**config.mk**
```make
export PLATFORM = sky130hd
export DESIGN_NAME = mtk_front
export DESIGN_NICKNAME = d
export VERILOG_FILES = /design/src/design/mtk_pkg.sv /design/src/design/mtk_front.sv
export SDC_FILE = /design/constraint.sdc
export NUM_CORES = 1
export LEC_CHECK = 0
export BUFFER_PORTS_ARGS = -buffer_cell sky130_fd_sc_hd__buf_2
export CORE_MARGIN = 2
export CORE_UTILIZATION = 45
export CTS_BUF_LIST = sky130_fd_sc_hd__clkbuf_8
export DETAILED_ROUTE_END_ITERATION = 7
export HOLD_SLACK_MARGIN = 0.1
export PLACE_DENSITY = 0.78
export SLEW_MARGIN = 30
export SYNTH_ARGS = -nofsm -noshare
export SYNTH_HDL_FRONTEND = slang
export SYNTH_SLANG_ARGS = --single-unit
```
**constraint.sdc**
```tcl
create_clock -name i_clk -period 4.6 [get_ports i_clk]
set_input_delay 0.92 -clock i_clk [delete_from_list [all_inputs] [get_ports i_clk]]
set_output_delay 0.92 -clock i_clk [all_outputs]
set_load 0.03 [all_outputs]
```
**src/design/mtk_pkg.sv**
```systemverilog
// Package with shared types, constants and the Morse code table for the tone keyer.
package mtk_pkg;

    localparam logic [1:0] KIND_WRITE   = 2'd0;
    localparam logic [1:0] KIND_TICK    = 2'd1;
    localparam logic [1:0] KIND_RESTART = 2'd2;
    localparam logic [1:0] KIND_NONE    = 2'd3;

    localparam logic [2:0] REG_DOT      = 3'd0;
    localparam logic [2:0] REG_OFFSET   = 3'd1;
    localparam logic [2:0] REG_TRANGE   = 3'd2;
    localparam logic [2:0] REG_TSTEP    = 3'd3;
    localparam logic [2:0] REG_NRANGE   = 3'd4;
    localparam logic [2:0] REG_NSTEP    = 3'd5;
    localparam logic [2:0] REG_MSGLEN   = 3'd6;
    localparam logic [2:0] REG_LOOP     = 3'd7;

    localparam logic [7:0] FIRST_CHAR = 8'h30;
    localparam logic [7:0] LAST_CHAR  = 8'h5A;

    // Queue entry between the front and the back.
    typedef struct packed {
        logic [1:0] kind;
        logic [7:0] addr;
        logic [7:0] value;
    } t_cmd;

    // Table entry: pattern in bits 8..3, length in bits 2..0.
    function automatic logic [8:0] code_lookup(input logic [5:0] idx);
        logic [8:0] e;
        begin
            case (idx)
                6'd0:  e = {6'h1F, 3'd5};
                6'd1:  e = {6'h1E, 3'd5};
                6'd2:  e = {6'h1C, 3'd5};
                6'd3:  e = {6'h18, 3'd5};
                6'd4:  e = {6'h10, 3'd5};
                6'd5:  e = {6'h00, 3'd5};
                6'd6:  e = {6'h01, 3'd5};
                6'd7:  e = {6'h03, 3'd5};
                6'd8:  e = {6'h07, 3'd5};
                6'd9:  e = {6'h0F, 3'd5};
                6'd10: e = {6'h07, 3'd6};
                6'd13: e = {6'h11, 3'd5};
                6'd15: e = {6'h0C, 3'd6};
                6'd16: e = {6'h16, 3'd6};
                6'd17: e = {6'h02, 3'd2};
                6'd18: e = {6'h01, 3'd4};
                6'd19: e = {6'h05, 3'd4};
                6'd20: e = {6'h01, 3'd3};
                6'd21: e = {6'h00, 3'd1};
                6'd22: e = {6'h04, 3'd4};
                6'd23: e = {6'h03, 3'd3};
                6'd24: e = {6'h00, 3'd4};
                6'd25: e = {6'h00, 3'd2};
                6'd26: e = {6'h0E, 3'd4};
                6'd27: e = {6'h05, 3'd3};
                6'd28: e = {6'h02, 3'd4};
                6'd29: e = {6'h03, 3'd2};
                6'd30: e = {6'h01, 3'd2};
                6'd31: e = {6'h07, 3'd3};
                6'd32: e = {6'h06, 3'd4};
                6'd33: e = {6'h0B, 3'd4};
                6'd34: e = {6'h02, 3'd3};
                6'd35: e = {6'h00, 3'd3};
                6'd36: e = {6'h01, 3'd1};
                6'd37: e = {6'h04, 3'd3};
                6'd38: e = {6'h08, 3'd4};
                6'd39: e = {6'h06, 3'd3};
                6'd40: e = {6'h09, 3'd4};
                6'd41: e = {6'h0D, 3'd4};
                6'd42: e = {6'h03, 3'd4};
                default: e = 9'd0;
            endcase
            return e;
        end
    endfunction

endpackage

```
**src/design/mtk_front.sv**
```systemverilog
// Front end: takes input beats and pushes them into a short command queue.
module mtk_front (
    input  logic           i_clk,
    input  logic           i_rst_n,
    input  logic           i_valid,
    output logic           o_ready,
    input  logic [1:0]     i_kind,
    input  logic [7:0]     i_char_addr,
    input  logic [7:0]     i_char_value,
    output logic           o_cmd_valid,
    input  logic           i_cmd_ready,
    output mtk_pkg::t_cmd  o_cmd
);
    import mtk_pkg::*;

    t_cmd       r_q [2];
    logic       r_wp, r_rp;
    logic [1:0] r_cnt;
    logic       push, pop;

    // Unused kind codes are dropped here and never reach the back end.
    assign o_ready     = (r_cnt != 2'd2);
    assign push        = i_valid && o_ready && (i_kind != KIND_NONE);
    assign o_cmd_valid = (r_cnt != 2'd0);
    assign pop         = o_cmd_valid && i_cmd_ready;
    assign o_cmd       = r_q[r_rp];

    always_ff @(posedge i_clk) begin
        if (push) begin
            r_q[r_wp] <= '{kind: i_kind, addr: i_char_addr, value: i_char_value};
        end
        if (!i_rst_n) begin
            r_wp  <= 1'b0;
            r_rp  <= 1'b0;
            r_cnt <= 2'd0;
        end else begin
            if (push) r_wp <= ~r_wp;
            if (pop)  r_rp <= ~r_rp;
            r_cnt <= r_cnt + {1'b0, push} - {1'b0, pop};
        end
    end
endmodule

```
* Word level (Yosys, flattened, before mapping)
Memories as Yosys holds them, arrays and structs flattened. A register that Yosys moved wholly into a read port is not among the register bits.
Index checks and enable logic that the tools add are counted.
** Word-level totals
- Input bits :: 22
- Memories :: 1
- Bits in registers :: 4
- RAM bits :: 36
** Cells by class
- Bitwise gates (word level) :: 2
- Multiplexer cells :: 4
- $add $sub $neg :: 2
- Eq/ne operators :: 2
- Reductions and logical operators :: 4
** Memories
- r_q :: depth 2, bits a word 18, rd ports 1, clocked after memory_dff 1, wr ports 1, line mtk_front.sv:16 : t_cmd r_q [2];
** Operator list (number)
- $mux W1 :: 4
- $ne A2 B2 Y1 const B :: 2
- $logic_and A1 B1 Y1 :: 3
- $add A2 B1 Y2 :: 1
- $not A1 Y1 :: 2
- $reduce_bool A2 Y1 :: 1
- $sub A2 B1 Y2 :: 1

* Logic depth before layout (Yosys ltp)
Gate-level depths: netlist of the first run.
- Word-level depth :: 5
- Mapped depth :: 8
- Depth with buffers taken out :: 8

* Worst setup path before layout of the first run
Ideal clock, no wire load.
- Kind :: input to register
- Start :: in i_kind[0]
- End :: mem r_q[0][0] (netlist bit) (enable)
- Required time :: 4.207 ns
- Arrival time :: 1.924 ns
- Buffers on the path :: 0
- Slack :: 2.284 ns
- Stages :: 3
- Setup time :: 0.393 ns
- Cells stage by stage :: nand2_1 > nand3_1 > nor2_1
** On the way
- Longest elaborated chain between the ends :: 4
** Ends and longest elaborated chain
- start, declared :: line mtk_front.sv:7 : input logic [1:0] i_kind,
- $ne A2 B2 Y1 :: line mtk_front.sv:23 : assign push = i_valid && o_ready && (i_kind != KIND_NONE);
- $logic_and A1 B1 Y1 :: line mtk_front.sv:23
- $mux W1 :: line mtk_front.sv:29 : if (push) begin
- $mux W1 (implied by the code) :: line mtk_front.sv:30 : r_q[r_wp] <= '{kind: i_kind, addr: i_char_addr, value: i_char_value};
- end, declared :: line mtk_front.sv:16
Every way passes these cells.

==> metrics.yaml, run 1 <==
floorplan.initialDensity_pct: 47.40
number_of_global_route_vias_before_repair: 892
leading_cell_types_by_total_area_after_synthesis: "sky130_fd_sc_hd__edfxtp_1 68%, sky130_fd_sc_hd__mux2_4 9.4%, sky130_fd_sc_hd__dfxtp_1 6.3%, sky130_fd_sc_hd__mux2_2 5.7%, sky130_fd_sc_hd__xnor2_1 1.6%"
startpoint_type: "register"
critical_path.reg2reg.startpoint: "r_cnt[0]"
routed_wirelength_mm: 2.352
synthesis.area_um2: 1594
clk_path_buf_depth: 2
wire_per_inst_um: 13.36
port_buffers: 41
antenna_cells_inserted: 0
most-common-layout-cells: "41 x sky130_fd_sc_hd__buf_2, 36 x sky130_fd_sc_hd__edfxtp_1, 10 x sky130_fd_sc_hd__mux2_4"
synth_top_area_cell: "sky130_fd_sc_hd__edfxtp_1"
fp.dieArea_um2: 4034
postRouteAntennaNets: 0
vias: 829
place_hpwl_mm: 1.723
share_of_layout_cells_above_drive_strength_1_pct: 53.85
synthesis.yosys.warnings: 0
firstDrtPassIters: 3
clock-root-buffer: "sky130_fd_sc_hd__clkbuf_8"
ios: 42
multi_input_area_um2: 374.1
timing.final.crit_period_ns: 2.425
clock_transition_at_the_register_clock_pins_on_the_worst_setup_and_hold_paths_after_cts_ns: 0.07
die_height_um: 63.52
run_status: "finished, final reports clean"
grt_setup_unrepaired: "no"
vdd_drop_max_v: 0.0002741
filler_cell_count: 303
antenna_found_initial: 0
worst-slew-pin-transition_ns: 0.5095
worst-r2r-cell-count: 8
drc_errors: 0
hp-start: "r_wp"
sequential_element_share_of_the_synthesized_area_pct: 74.10
clock_skew_ns: 0.002146
leakage_power_figure_nw: 0.7581
synthCells: 82
power_density_nw_per_um2: 527.1
clock_insertion_delay_worst_skew_ns: 0.28
grt_pass1_wl_mm: 3.808
ffs_latches_synth: 41
hold_path_depth: 2
post_cts_setup_buffers: 0
placed_cells: 169
post_cts_hold_buffer_count: 0
mostFrequentLayoutCell: "sky130_fd_sc_hd__buf_2"
nNetsFinal: 154
crit_type: "reg -> out"
max_freq_mhz: 412.4
final_hold_viol_count: 0
final-setup-viol-count: 0
coreArea_um2: 3363
yosys.cell_types.count: 18
vias_per_cell: 4.710
clock-sinks: 41
r2r-end: "r_cnt[1]"
timing_max_transition_violations_final: 0
syn-mean-instance-area_um2: 19.44
cts_resized: 0
total_negative_slack_for_setup_checks_ns: 0
non_filler_instances: 176
worst_setup_end_kind: "output port"
maxSlewHeadroom_pct: 66.03
synth.net_count: 106
sequential_cell_area_um2: 1182
cp_max_fo: 18
die_width_um: 63.52
timing.reg2reg.setup_slack_ns: 2.87
critPathRequiredTime_ns: 3.68
cp.arrival_ns: 1.50
hold_path_class: "reg -> reg"
synth_top_area_share_pct: 67.82
drt_iter0_markers: 26
tritoncts_clock_tree: "built"
finalWeightedCongestion: 0.6456
grt_overflow: 0
cts.htree.levels: 2
std_cell_rows: 21
pin_count_of_the_biggest_net_entering_global_routing: 19
track_usage_pct: 13.33
synthToLayoutAreaGrowth_pct: 20.33
drv_cap: 0
cts_made_buffers: 5
whs_endpoint: "r_wp"
final.period_utilization_pct: 52.71
per-stage QoR:
stage / hold slack [ns] / instance area, um2 / util, % / power, mW / setup WS, ns
after floorplan: 0.4514 / 1594 / - / 0.7560 / 2.284
after global placement: 0.4608 / 1841 / 54.72 / 0.8133 / 2.139
after detailed placement: 0.4862 / 1841 / 54.72 / 0.8259 / 2.110
after CTS: 0.4955 / 1917 / 56.99 / 1.029 / 1.800
after global routing: 0.5160 / 1918 / 57.03 / 1.067 / 2.085
final: 0.4892 / 1918 / 57.03 / 1.011 / 2.175
state kept, by name, summed over array words and instances (netlist names), named ones only:
| register | flops |
|---|---|
| r_cnt | 2 |
| r_q | 36 |
| r_rp | 1 |
| r_wp | 1 |
worst max-delay path, stage by stage, from the launching register on:
cell and delay [ns]:
sky130_fd_sc_hd__dfxtp_2 0.65, sky130_fd_sc_hd__mux2_2 0.40, sky130_fd_sc_hd__buf_2 0.18
where the power goes:
group / total, mW / internal [mW] / leakage (nW) / switching [mW]
Sequential: 0.496 / 0.457 / 0.375 / 0.0395
Combinational: 0.314 / 0.136 / 0.340 / 0.178
Clock: 0.201 / 0.0997 / 0.0428 / 0.101
Total: 1.01 / 0.692 / 0.758 / 0.319
synthesized netlist by cell type:
master / number
sky130_fd_sc_hd__edfxtp_1: 36
sky130_fd_sc_hd__buf_6: 1
sky130_fd_sc_hd__mux2i_1: 1
sky130_fd_sc_hd__nor2b_1: 2
sky130_fd_sc_hd__or2_2: 1
sky130_fd_sc_hd__buf_12: 1
sky130_fd_sc_hd__nand2_1: 3
sky130_fd_sc_hd__nand2b_2: 1
sky130_fd_sc_hd__o21a_2: 1
sky130_fd_sc_hd__mux2_2: 8
sky130_fd_sc_hd__nor2_1: 2
sky130_fd_sc_hd__nand3_1: 1
sky130_fd_sc_hd__dfxtp_1: 5
sky130_fd_sc_hd__inv_1: 2
sky130_fd_sc_hd__xnor2_1: 3
sky130_fd_sc_hd__mux2_4: 10
sky130_fd_sc_hd__and2_1: 2
sky130_fd_sc_hd__ha_1: 2
layout make-up:
class                   count  share of cell area (%)
clock buffers               5                   3.588
clock inverters             2                  0.3914
inverters                   2                  0.3914
multi-input cells          37                   19.50
flip-flops and latches     41                   61.64
well taps                  46                   3.001
repair buffers             43                   11.48
kinds of logic after synthesis:
logic type      share of synthesized area, %
compound gates                        0.5496
xor+xnor                               1.649
fa+ha+maj                              1.570
buf+inv                                2.433
flops                                  74.10
mux                                    15.70
simple gates                           4.003
how the worst max path moves through the flow:
stage / start / depth (start not counted) / endpoint / slack, ns
detailed placement: register / 2 / o_cmd[0] / 2.11
finish: register / 2 / o_cmd[0] / 2.18
global route: register / 2 / o_cmd[0] / 2.09
CTS: register / 2 / o_cmd[0] / 1.80
global placement: register / 2 / o_cmd[0] / 2.14
floorplan: i_kind[0] / 3 / r_q[0][0] / 2.28
metal layers:
layer / up-vias / global-route usage, % / part of all wire [%]
met5: - / 0 / 0
met4: 0 / 7.337 / 2.2
met3: 5 / 6.071 / 7.1
met2: 31 / 22.76 / 52
met1: 393 / 13.41 / 39
li1: 400 / - / -
(Power assumes the default switching activity.)
==> run 2: changes to the inputs <==
- clock period: 4.6 -> 2.32 ns (I/O delays scaled with it)
==> metrics.yaml, run 2 (synthesis results as in run 1) <==
hold_path_depth: 1  # was 2
drc_errors: 0  # unchanged
critPathRequiredTime_ns: 1.86  # was 3.68 ns
run_status: "finished, final reports clean"  # unchanged
final-setup-viol-count: 0  # unchanged
drv_cap: 0  # unchanged
vias: 843  # was 829
grt_overflow: 0  # unchanged
firstDrtPassIters: 3  # unchanged
maxSlewHeadroom_pct: 75.57  # was 66.03%
crit_type: "reg -> out"  # unchanged
vias_per_cell: 4.683  # was 4.710
mostFrequentLayoutCell: "sky130_fd_sc_hd__buf_2"  # unchanged
place_hpwl_mm: 1.793  # was 1.723 mm
worst-r2r-cell-count: 8  # unchanged
power_density_nw_per_um2: 1047  # was 527.1 nW/um2
cp_max_fo: 10  # was 18
worst-slew-pin-transition_ns: 0.3660  # was 0.5095 ns
vdd_drop_max_v: 0.0005929  # was 0.0002741 V
track_usage_pct: 13.17  # was 13.33%
post_cts_setup_buffers: 0  # unchanged
cp.arrival_ns: 1.63  # was 1.50 ns
routed_wirelength_mm: 2.358  # was 2.352 mm
clock_transition_at_the_register_clock_pins_on_the_worst_setup_and_hold_paths_after_cts_ns: 0.07  # about the same
number_of_global_route_vias_before_repair: 870  # was 892
max_freq_mhz: 477.6
die_height_um: 63.52  # unchanged
leakage_power_figure_nw: 0.7736  # was 0.7581 nW
most-common-layout-cells: "41 x sky130_fd_sc_hd__buf_2, 36 x sky130_fd_sc_hd__edfxtp_1, 10 x sky130_fd_sc_hd__mux2_4"  # unchanged
grt_setup_unrepaired: "no"  # unchanged
fp.dieArea_um2: 4034  # unchanged
timing_max_transition_violations_final: 0  # unchanged
die_width_um: 63.52  # unchanged
largest_reg_by_ff_count: "r_q"  # unchanged
total_negative_slack_for_setup_checks_ns: 0  # unchanged
clk_path_buf_depth: 2  # unchanged
cts.htree.levels: 2  # unchanged
floorplan.initialDensity_pct: 47.40  # unchanged
placed_cells: 172  # was 169
drt_iter0_markers: 20  # was 26
coreArea_um2: 3363  # unchanged
dpl_worst_slack_ns: 0.4642  # was 2.110 ns
ios: 42  # unchanged
tritoncts_clock_tree: "built"  # unchanged
finalWeightedCongestion: 0.6181  # was 0.6456
cts_made_buffers: 5  # unchanged
postRouteAntennaNets: 0  # unchanged
port_buffers: 41  # unchanged
std_cell_rows: 21  # unchanged
wire_per_inst_um: 13.10  # was 13.36 um
largest_register_ff_count: 36  # unchanged
clock-sinks: 41  # unchanged
non_filler_instances: 180  # was 176
synthToLayoutAreaGrowth_pct: 21.98  # was 20.33%
final.period_utilization_pct: 90.24
nNetsFinal: 157  # was 154
final_hold_viol_count: 0  # unchanged
clock_insertion_delay_worst_skew_ns: 0.28  # about the same
worst_setup_end_kind: "output port"  # unchanged
post_cts_hold_buffer_count: 0  # unchanged
timing.final.crit_period_ns: 2.094
reg_top3: "r_q: 36 flops, r_cnt: 2 flops"  # unchanged
startpoint_type: "register"  # unchanged
share_of_layout_cells_above_drive_strength_1_pct: 54.48  # was 53.85%
antenna_found_initial: 0  # unchanged
cts_resized: 0  # unchanged
clock-root-buffer: "sky130_fd_sc_hd__clkbuf_8"  # unchanged
grt_pass1_wl_mm: 3.732  # was 3.808 mm
antenna_cells_inserted: 0  # unchanged
final_critical_path_setup_slack_ns: 0.2264  # was 2.175 ns
hold_path_class: "in -> reg"  # was reg -> reg
filler_cell_count: 297  # was 303
pin_count_of_the_biggest_net_entering_global_routing: 13  # was 19
clock_skew_ns: 0.003219  # was 0.002146 ns
[run 2: changes by cell type in the layout (fill, tap and decap cells not counted)]
| cell | change |
|---|---|
| sky130_fd_sc_hd__buf_4 | +3 |
| sky130_fd_sc_hd__clkinv_1 | +1 |
| sky130_fd_sc_hd__clkinv_2 | +1 |
| sky130_fd_sc_hd__dfxtp_1 | +1 |
| sky130_fd_sc_hd__dfxtp_2 | -1 |
| sky130_fd_sc_hd__inv_1 | -1 |
[run 2: routing by layer]
metal / global-route usage (%) / routed length (um) / vias to the layer above / part of all wire, %
met4: 8.967 / 47 / 0 / 2.0
met2: 23.55 / 1244 / 31 / 53
met5: 0 / 0 / - / 0
met3: 4.643 / 160 / 4 / 6.8
li1: - / - / 405 / -
met1: 12.44 / 905 / 403 / 38
[run 2: report_power, final]
part	total, mW	internal (mW)	switching, mW
registers	0.951	0.904	0.0476
clock network	0.415	0.202	0.213
logic	0.669	0.283	0.386
[run 2: through the flow]
step / util [%] / instance area, um2 / hold WS [ns] / total power [mW]
after floorplan: - / 1594 / 0.4514 / 1.499
after global placement: 55.39 / 1863 / 0.4647 / 1.626
after detailed placement: 55.39 / 1863 / 0.4730 / 1.647
after CTS: 57.81 / 1944 / 0.3579 / 2.064
after global routing: 57.81 / 1944 / 0.3542 / 2.139
final: 57.81 / 1944 / 0.3676 / 2.036
[run 2: final timing paths]
kind / startpoint / end / slack (ns)
worst max-delay path: register / o_cmd[12] / 0.23
worst min-delay path: i_char_value[3] / r_q[1][3] / 0.37
worst min register to register: r_wp / r_wp / 0.48
worst max register to register: r_cnt[0] / r_cnt[1] / 0.60
[run 2: final cells by class]
| cell class | instances | area, um2 | area share [%] |
|---|---|---|---|
| tap | 46 | 57.56 | 2.960 |
| sequential | 41 | 1181 | 60.75 |
| inverter | 2 | 7.507 | 0.3861 |
| multi-input combinational | 37 | 374.1 | 19.24 |
| clock buffer | 5 | 68.82 | 3.539 |
| clock inverter | 3 | 12.51 | 0.6435 |
| timing repair buffer | 46 | 242.7 | 12.48 |
[run 2: worst max-delay path, cell delays in order (launching register included)]
cell,delay [ns]
sky130_fd_sc_hd__dfxtp_1,0.54
sky130_fd_sc_hd__buf_4,0.31
sky130_fd_sc_hd__mux2_4,0.33
sky130_fd_sc_hd__buf_2,0.18
==> run 3: changes to the inputs <==
- CORE_UTILIZATION: 45 -> 25
- PLACE_DENSITY: 0.78 -> 0.52
==> metrics.yaml, run 3 (synthesis results as in run 1) <==
antenna_found_initial: 0  # unchanged
routed-wl-met3_um: 177  # was 160 um
detailroute.wirelength.met2_mm: 1.325  # was 1.244 mm
worst-r2r-cell-count: 8  # unchanged
timing.reg2reg.setup_slack_ns: 0.54  # was 0.60 ns
clock-root-buffer: "sky130_fd_sc_hd__clkbuf_8"  # unchanged
hold-worst-slack_ns: 0.3655  # was 0.3676 ns
post_dp_cell_area_um2: 1914  # was 1863 um2
power_density_nw_per_um2: 1078  # was 1047 nW/um2
critical_path.n_buffers_inverters: 2  # unchanged
crit_type: "reg -> out"  # unchanged
routed_wirelength_mm: 2.608  # was 2.358 mm
pin_count_of_the_biggest_net_entering_global_routing: 14  # was 13
top_sig_layer: "met4"  # unchanged
fin_total_pwr_mw: 2.183  # was 2.036 mW
clock_insertion_delay_worst_skew_ns: 0.28  # about the same
vias_per_cell: 4.009  # was 4.683
dpl_worst_slack_ns: 0.3808  # was 0.4642 ns
critical_path.reg2reg.startpoint: "r_cnt[0]"  # unchanged
r2r-end: "r_cnt[1]"  # unchanged
antenna_cells_inserted: 0  # unchanged
ios: 42  # unchanged
die_width_um: 83.85  # was 63.52 um
clock-sinks: 41  # unchanged
leakage_power_figure_nw: 0.7875  # was 0.7736 nW
placed_cells: 204  # was 172
worst_setup_end_kind: "output port"  # unchanged
worst-slew-pin-transition_ns: 0.2529  # was 0.3660 ns
worst_path_largest_cell_delay_ns: 0.37  # was 0.54 ns
timing_max_transition_violations_final: 0  # unchanged
port_buffers: 41  # unchanged
grt_overflow: 0  # unchanged
postLayoutCoreUtil_pct: 32.44  # was 57.81%
track_usage_pct: 7.997  # was 13.17%
wire_per_inst_um: 12.30  # was 13.10 um
grt_pass1_wl_mm: 4.353  # was 3.732 mm
drc_errors: 0  # unchanged
std_cell_rows: 29  # was 21
fp.dieArea_um2: 7031  # was 4034 um2
final.period_utilization_pct: 80.07  # was 90.24%
firstDrtPassIters: 4  # was 3
final_hold_viol_count: 0  # unchanged
reg_top3: "r_q: 36 flops, r_cnt: 2 flops"  # unchanged
finalWeightedCongestion: 0.6096  # was 0.6181
nNetsFinal: 158  # was 157
floorplan.initialDensity_pct: 25.54  # was 47.40%
drv_cap: 0  # unchanged
cp_cell_sequence: "buf_4 -> mux2_2 -> buf_2"  # was buf_4 -> mux2_4 -> buf_2
crit_path_leading_delay_family: "buffers and inverters"  # was flip-flops
vdd_drop_max_v: 0.0004075  # was 0.0005929 V
non_filler_instances: 212  # was 180
place_hpwl_mm: 1.937  # was 1.793 mm
final-setup-viol-count: 0  # unchanged
final_critical_path_setup_slack_ns: 0.4623  # was 0.2264 ns
hold_path_class: "in -> reg"  # unchanged
layout.cell_area.non_filler_um2: 2024  # was 1944 um2
clock_transition_at_the_register_clock_pins_on_the_worst_setup_and_hold_paths_after_cts_ns: 0.08  # was 0.07 ns
critPathRequiredTime_ns: 1.86  # about the same
grt_setup_unrepaired: "no"  # unchanged
worstSetupEndpoint: "o_cmd[5]"  # was o_cmd[12]
total_negative_slack_for_setup_checks_ns: 0  # unchanged
clock_skew_ns: 0.004628  # was 0.003219 ns
drt_iter0_markers: 49  # was 20
share_of_layout_cells_above_drive_strength_1_pct: 57.04  # was 54.48%
clk_path_buf_depth: 2  # unchanged
post_cts_setup_buffers: 0  # unchanged
tritoncts_clock_tree: "built"  # unchanged
vias: 850  # was 843
startpoint_type: "register"  # unchanged
cp.arrival_ns: 1.39  # was 1.63 ns
number_of_global_route_vias_before_repair: 929  # was 870
most-common-layout-cells: "41 x sky130_fd_sc_hd__buf_2, 36 x sky130_fd_sc_hd__edfxtp_1, 10 x sky130_fd_sc_hd__mux2_4"  # unchanged
coreArea_um2: 6241  # was 3363 um2
synthToLayoutAreaGrowth_pct: 27.00  # was 21.98%
largest_reg_by_ff_count: "r_q"  # unchanged
largest_register_ff_count: 36  # unchanged
max_freq_mhz: 538.3  # was 477.6 MHz
cts.htree.levels: 2  # unchanged
routedLengthMet1_mm: 1.083  # was 905 um
maxSlewHeadroom_pct: 83.09  # was 75.57%
cp_slowest_cell: "sky130_fd_sc_hd__mux2_2"  # was sky130_fd_sc_hd__dfxtp_1
mostFrequentLayoutCell: "sky130_fd_sc_hd__buf_2"  # unchanged
timing.final.crit_period_ns: 1.858  # was 2.094 ns
cp_max_fo: 12  # was 10
postRouteAntennaNets: 0  # unchanged
post_cts_hold_buffer_count: 0  # unchanged
die_height_um: 83.85  # was 63.52 um
filler_cell_count: 637  # was 297
run_status: "finished, final reports clean"  # unchanged
cts_made_buffers: 5  # unchanged
worstSetupPathDepth: 3  # unchanged
cts_resized: 0  # unchanged
run 3: per-layer routing:
layer | GRT usage (%) | vias to the layer above
met5 | 0 | -
met4 | 2.199 | 0
met3 | 3.165 | 4
met2 | 14.11 | 35
met1 | 8.941 | 405
li1 | - | 406
run 3: cell type report:
type	count	area (um2)	share of cell area (%)
sequential	41	1181	58.34
multi-input combinational	37	379.1	18.73
timing repair buffer	47	250.2	12.36
tap	77	96.34	4.759
clock buffer	5	68.82	3.399
clock inverter	3	41.29	2.040
inverter	2	7.507	0.3708
run 3: worst min-delay path by stage:
| stage | from | to | slack [ns] | cells after the start |
|---|---|---|---|---|
| floorplan | r_wp | r_wp | 0.45 | 2 |
| global placement | r_wp | r_wp | 0.48 | 2 |
| detailed placement | r_wp | r_wp | 0.49 | 2 |
| CTS | i_char_value[1] | r_q[1][1] | 0.35 | 1 |
| global route | i_char_addr[6] | r_q[1][14] | 0.35 | 1 |
| finish | i_char_value[1] | r_q[1][1] | 0.37 | 1 |
run 3: power by group:
part	leakage, nW	internal, mW	switching, mW	total (mW)
registers	0.374	0.903	0.0354	0.939
clock network	0.0518	0.316	0.230	0.547
logic	0.361	0.290	0.408	0.698
